[src/lfu_pkg.sv]
// Shared types and constants for the LFU frame replacement block.
// No dependencies; used by the interfaces, the cell and the top level.
package lfu_pkg;

  localparam int FRAMES   = 32;
  localparam int KEY_BITS = 8;
  localparam int CNT_W    = 32;
  localparam int IDX_W    = (FRAMES > 1) ? $clog2(FRAMES) : 1;
  localparam int OCC_W    = 6;
  localparam int CFG_W    = 6;

  typedef logic [KEY_BITS-1:0] key_t;
  typedef logic [CNT_W-1:0]    cnt_t;
  typedef logic [IDX_W-1:0]    idx_t;
  typedef logic [OCC_W-1:0]    occ_t;
  typedef logic [CFG_W-1:0]    cfg_t;

  // search word that walks down the row of cells
  typedef struct packed {
    logic vld;
    key_t key;
    logic found;
    idx_t hit_idx;
    logic vic_vld;
    idx_t vic_idx;
    cnt_t vic_cnt;
    cnt_t vic_birth;
    key_t vic_key;
    logic free_vld;
    idx_t free_idx;
  } tok_t;

  // broadcast update to one cell
  typedef struct packed {
    logic en;
    logic fill;   // 1: new entry, 0: bump use count
    idx_t idx;
    key_t key;
    cnt_t birth;
  } wr_t;

  typedef enum logic [1:0] {
    ST_IDLE,
    ST_SCAN,
    ST_WRITE
  } state_t;

endpackage

[src/lfu_cell.sv]
// One frame of the replacement table plus its stage of the search row.
// Depends on lfu_pkg.
module lfu_cell (
  input  logic          clk,
  input  logic          rst,
  input  lfu_pkg::idx_t cell_idx,
  input  lfu_pkg::tok_t tok_in,
  output lfu_pkg::tok_t tok_out,
  input  lfu_pkg::wr_t  wr
);
  import lfu_pkg::*;

  logic valid;
  key_t key;
  cnt_t count;
  cnt_t birth;
  logic match;
  logic worse;
  tok_t tok_next;

  assign match = valid && (key == tok_in.key);

  // lower count, then older birth, then lower key
  assign worse = valid && (!tok_in.vic_vld || (count < tok_in.vic_cnt) ||
                 ((count == tok_in.vic_cnt) && ((birth < tok_in.vic_birth) ||
                 ((birth == tok_in.vic_birth) && (key < tok_in.vic_key)))));

  always_comb begin
    tok_next = tok_in;
    if (match && !tok_in.found) begin
      tok_next.found   = 1'b1;
      tok_next.hit_idx = cell_idx;
    end
    if (worse) begin
      tok_next.vic_vld   = 1'b1;
      tok_next.vic_idx   = cell_idx;
      tok_next.vic_cnt   = count;
      tok_next.vic_birth = birth;
      tok_next.vic_key   = key;
    end
    if (!valid && !tok_in.free_vld) begin
      tok_next.free_vld = 1'b1;
      tok_next.free_idx = cell_idx;
    end
  end

  always_ff @(posedge clk) begin
    if (rst) begin
      tok_out <= '0;
    end else begin
      tok_out <= tok_next;
    end
  end

  always_ff @(posedge clk) begin
    if (rst) begin
      valid <= 1'b0;
    end else if (wr.en && (wr.idx == cell_idx) && wr.fill) begin
      valid <= 1'b1;
    end
  end

  always_ff @(posedge clk) begin
    if (wr.en && (wr.idx == cell_idx)) begin
      if (wr.fill) begin
        key   <= wr.key;
        count <= cnt_t'(1);
        birth <= wr.birth;
      end else if (count != '1) begin
        count <= count + cnt_t'(1);
      end
    end
  end

endmodule

[config.mk]
export PLATFORM = sky130hd
export DESIGN_NAME = lfu_cell
export DESIGN_NICKNAME = d
export VERILOG_FILES = /design/src/lfu_pkg.sv /design/src/lfu_cell.sv
export SDC_FILE = /design/constraint.sdc
export NUM_CORES = 1
export LEC_CHECK = 0
export BUFFER_PORTS_ARGS = -buffer_cell sky130_fd_sc_hd__buf_2
export CAP_MARGIN = 0
export CORE_UTILIZATION = 40
export DETAILED_ROUTE_END_ITERATION = 6
export GPL_ROUTABILITY_DRIVEN = 0
export HOLD_SLACK_MARGIN = 0.12
export PLACE_DENSITY = 0.72
export SETUP_SLACK_MARGIN = 0.15
export SLEW_MARGIN = 20
export SYNTH_ARGS = -nofsm -noshare
export SYNTH_HDL_FRONTEND = slang
export SYNTH_SLANG_ARGS = --single-unit
[constraint.sdc]
create_clock -name clk -period 2.55 [get_ports clk]
set_input_delay 0.3825 -clock clk [delete_from_list [all_inputs] [get_ports clk]]
set_output_delay 0.3825 -clock clk [all_outputs]
set_load 0.02 [all_outputs]
# ---- Yosys cells after proc, flatten, opt, wreduce, memory -nomap -nowiden
# Index checks and enable logic that the tools add are counted.
dict set report op_classes {
  reduce_logical 18
  add_sub_neg 1
  n_eq_ne 5
  mux 4
  magnitude_cmp 3
}
# operator n
set ops {}
lappend ops {{two-way mux 78 bit} 1}
lappend ops {{== test 32 bit} 2}
lappend ops {{less-than comparator 32 bit} 2}
lappend ops {{adder 32 x 1 -> 32 bit, second input constant} 1}
lappend ops {{two-way mux 32 bit} 1}
lappend ops {{!= test 32 bit, second input constant} 1}
lappend ops {{two-way mux 6 bit} 2}
lappend ops {{== test 8 bit} 1}
lappend ops {{logical AND 1 bit} 8}
lappend ops {{less-than comparator 8 bit} 1}
lappend ops {{== test 5 bit} 1}
lappend ops {{logical NOT 1 bit} 4}
lappend ops {{AND reduction 2 bit} 2}
lappend ops {{logical OR 1 bit} 3}
lappend ops {{nonzero test 2 bit} 1}
dict set report word_totals {
  out_inout_bits 99
  word_cells 46
  in_bits 153
  register_bits 172
}

# ---- Logic depth before layout (Yosys ltp)
dict set report logic_depth {
  ltp_word 7
  depth_mapped 11
  mapped_depth_nobuf 9
}

# ---- Least setup slack after synthesis
# OpenSTA, ideal clock, no wires.
dict set report synth_timing {
  path_kind {register to register}
  start {register count[0]}
  end {register count[0], enable pin}
  required_ns 2.158
  slack_ns -0.077
  synth_period_minus_slack_ns 2.627
  stages_incl_launch_ff 8
  path_buffers 0
  setup_ns 0.392
  arrival_time_ns 2.235
  cell_sequence {edfxtp_1 ha_1 and2_1 nand4_1 nor3_1 and4_1 nand4b_1 and2_1}
}
dict set report synth_via {
  elab_chain_cells 3
}
# element line_no
set synth_lines {}
lappend synth_lines {{start: declaration} lfu_cell.sv:15} ;# cnt_t count;
lappend synth_lines {{start signal: assignment} lfu_cell.sv:67} ;# count <= cnt_t'(1);
lappend synth_lines {{start signal: assignment} lfu_cell.sv:70} ;# count <= count + cnt_t'(1);
lappend synth_lines {{!= test 32 bit} lfu_cell.sv:69} ;# end else if (count != '1) begin
lappend synth_lines {{nonzero test 2 bit (no line)} n/a}
lappend synth_lines {{AND reduction 2 bit (no line)} n/a}
# No other way between the ends.
# A chain may end at the register's enable or synchronous reset.

# ---- Worst setup path after layout
dict set report layout_timing {
  start {register birth[11]}
  end {register tok_out[32] (netlist bit)}
}
dict set report layout_via {
  elab_chain_cells 7
  elab_cells_between_ends 8
  cone_classes {order compare (1); eq/ne (1); mux (1); reduce/logical (5)}
}
# element line_no
set layout_lines {}
lappend layout_lines {{start: declaration} lfu_cell.sv:16} ;# cnt_t birth;
lappend layout_lines {{start signal: assignment} lfu_cell.sv:68} ;# birth <= wr.birth;
lappend layout_lines {{parallel branches: the longest is 2 deep, another holds less-than comparator 32 bit} n/a}
lappend layout_lines {{logical OR 1 bit (*)} lfu_cell.sv:25} ;# ((count == tok_in.vic_cnt) && ((birth < tok_in.vic_birth) ||
lappend layout_lines {{logical AND 1 bit (*)} lfu_cell.sv:25}
lappend layout_lines {{logical OR 1 bit (*)} lfu_cell.sv:24} ;# assign worse = valid && (!tok_in.vic_vld || (count < tok_in.vic_cnt) ||
lappend layout_lines {{logical AND 1 bit (*)} lfu_cell.sv:24}
lappend layout_lines {{two-way mux 78 bit (*)} lfu_cell.sv:34} ;# if (worse) begin
lappend layout_lines {{end signal: assignment} lfu_cell.sv:51} ;# tok_out <= tok_next;
lappend layout_lines {{end: declaration} lfu_cell.sv:8} ;# output lfu_pkg::tok_t tok_out,
# Mark *: on every way between the ends.

==> flow_summary.yaml <==
global_route:
  grt_pass1_wl_mm: 33.91
  grt_start_max_net_pins: 68
  grt_usage_pct: 19.23
  antenna_found_initial: 1
  grt_overflow: 0
  grt_pass1_vias: 6950
logic_synthesis:
  synth_warnings: 0
  synth-edff-count: 72
  synth_ff_type: "dfxtp_1"
  syn_nets: 1097
  seq_area_frac_synth_pct: 46.60
  avgSynthCellArea_um2: 10.25
  synthCells: 872
  ys_seq_elements: 172
  synth.distinct_cells: 42
  netlist_area_um2: 8935
  synth-async-reset-ratio_pct: 0
placement:
  placed_cell_area_um2: 11000
  port_buffers: 251
  dp_hpwl_mm: 16.64
sta:
  slew_headroom_pct: 61.57
  slew_viol_final: 0
  grt_setup_unrepaired: "yes"
  final-hold-violation-count: 0
  tightest_slew_ps: 576.4
  setup_violations: 0
  fin_crit_ps: 2530
  fmax_ghz: 0.3953
  finClkSkew_ps: 22.48
  fin_crit_sh_pct: 99.20
  hold_ws_ps: 129.3
  final.setup.tns_ps: 0
layout:
  final_common_cell: "buf_2"
  diodes: 0
  multi_input_area_um2: 4418
  areaGrowthSynthToFinish_pct: 36.84
  final_core_util_pct: 55.85
  drive_above_1_share_pct: 31.39
  nets: 1445
  regArea_um2: 4164
  layout_common_cells: "buf_2, nand2b_1, dfxtp_1"
  finalInstanceArea_um2: 12230
  n_fill_cell: 1922
drt:
  drc: 0
  vias: 7286
  first_iter_violations: 257
  ant_nets: 0
  viasPerCell: 4.816
  first_pass_iters: 4
  drt_wl_total_mm: 22.84
  wl_per_cell_um: 15.10
outcome:
  status: "completed"
floorplanning:
  initial_core_util_pct: 40.82
  design.core.area_um2: 21890
  die_area_um2: 22940
  rows: 54
  ioPinCount: 252
  die_h_um: 151.5
  fp.dieW_um: 151.5
worst_setup_path:
  path_cells: "ha_4 > nand4_1 > nor4_2 > o21ai_1 > a31oi_2 > o22ai_2 > a31oi_4 > buf_12 > buf_12 > mux2i_1"
  criticalPathCategory: "reg2reg"
  path_max_fanout: 13
  cp_num_buf_inv: 2
  cp_data_required_time_ps: 2890
  crit_slowest_cell: "edfxtp_1"
  path_common_cell: "buf_12"
  path_delay_family: "compound AO/OA/AOI/OAI gates"
  max_stage_delay_ps: 430
  start_kind: "flip-flop"
  arrival_ps: 2870
  worst_setup_path_end_kind: "flip-flop"
clock_tree:
  cts_htree_levels: 4
  cts_made_buffers: 17
  path_clk_slew_ps: 70
  clockBufferDepth: 2
  numClockSinks: 172
  worst_skew_pair.late_latency_ps: 440
  cts_tree: "yes"
  cts_root_buf: "clkbuf_16"
power_and_ir_drop:
  powerDensity_nw_per_um2: 548.2
  p_leak_nw: 6.048
  vdd_drop_max_uv: 366.2
job:
  cap_violations: 0
min_path:
  hold_class: "in2reg"
==> cell type report <==
cell class / count / area share (%)
Timing Repair Buffer: 362 / 19.31
Multi-Input combinational cell: 590 / 36.13
Clock buffer: 18 / 3.592
Clock inverter: 14 / 1.678
Tap cell: 280 / 2.865
Sequential cell: 172 / 34.06
Inverter: 77 / 2.364
==> cells in the mapped netlist, types with 2 or more instances <==
master	n	area, µm²
a21oi_1	40	200.2
a2bb2oi_1	2	17.52
a31oi_1	2	12.51
and2_1	3	18.77
and3_1	4	25.02
and4_1	7	61.31
buf_4	4	30.03
buf_6	4	45.04
clkbuf_1	24	90.09
dfxtp_1	100	2002
edfxtp_1	72	2162
ha_1	72	900.9
inv_1	77	289.0
mux2i_1	82	820.8
nand2_1	37	138.9
nand2b_1	155	969.7
nand3_1	16	80.08
nand4_1	20	125.1
nand4b_1	2	17.52
nor2_1	49	183.9
nor2b_1	14	87.58
nor3_1	4	20.02
nor4_1	3	18.77
o21a_1	2	15.01
o21ai_0	20	100.1
or3_1	4	25.02
xnor2_1	15	131.4
xor2_1	24	210.2
==> state kept, by name (all words and copies together), names as in the netlist <==
register / flops
key: 8
birth: 32
tok_out: 99
valid: 1
count: 32
==> cells by family (layout without fill, tap and decap cells) <==
family	Yosys count	in the layout	synth area share (%)
muxes	82	82	9.186
adders and majority gates	72	72	10.08
DFF	172	172	46.60
xor gates and xnor gates	39	39	3.823
and+or+nand+nor	321	321	20.18
AOI/OAI and AO/OA	76	76	4.985
buffers and inverters	110	471	5.139
==> what timing repair did <==
action | CTS | global route
setup endpoints to repair | 113 | 117
setup buffers | 2 | 6
hold endpoints to repair | 25 | 5
hold buffers | 25 | 5
resized for setup | 9 | 10
pin swaps | 3 | 8
gates cloned | 0 | 5
==> power breakdown <==
part           internal [mW]  leakage, nW  switching [mW]
combinational          0.391         4.26           0.447
clock                   1.69        0.302            1.18
sequential              2.96         1.49          0.0294
total                   5.04         6.05            1.66
==> through the flow <==
stage,std cells,total power [mW],setup WS (ps)
after floorplan,872,3.494,220.0
after global placement,1438,3.822,-152.8
after detailed placement,1438,3.837,-231.6
after CTS,1497,6.754,31.37
after global routing,1513,6.961,-108.1
final,1513,6.702,20.35
==> metal layers <==
layer  share of wire, %  global-route usage, %  wire (µm)  vias up
met5                  0                      0          0        -
met4                1.4                  5.700        315        0
met3                4.7                  3.832       1083       26
met2                 50                  33.79      11370      197
met1                 44                  23.62      10070     3414
li1                   -                      -          -     3649
==> path summary, 6_finish.rpt <==
check,startpoint,end,slack (ps),depth (start not counted)
setup / recovery,birth[11],tok_out[32],20,10
hold / removal,wr[35],key[3],130,1
setup reg to reg,birth[11],tok_out[32],20,10
hold reg to reg,birth[20],tok_out[34],530,2
==> worst reg2reg max path, stage by stage (launching register included) <==
cell	delay, ps
edfxtp_1	430
ha_4	300
nand4_1	150
nor4_2	320
o21ai_1	130
a31oi_2	220
o22ai_2	140
a31oi_4	210
buf_12	190
buf_12	170
mux2i_1	200
Note: power is estimated with default switching activity, not from simulation.
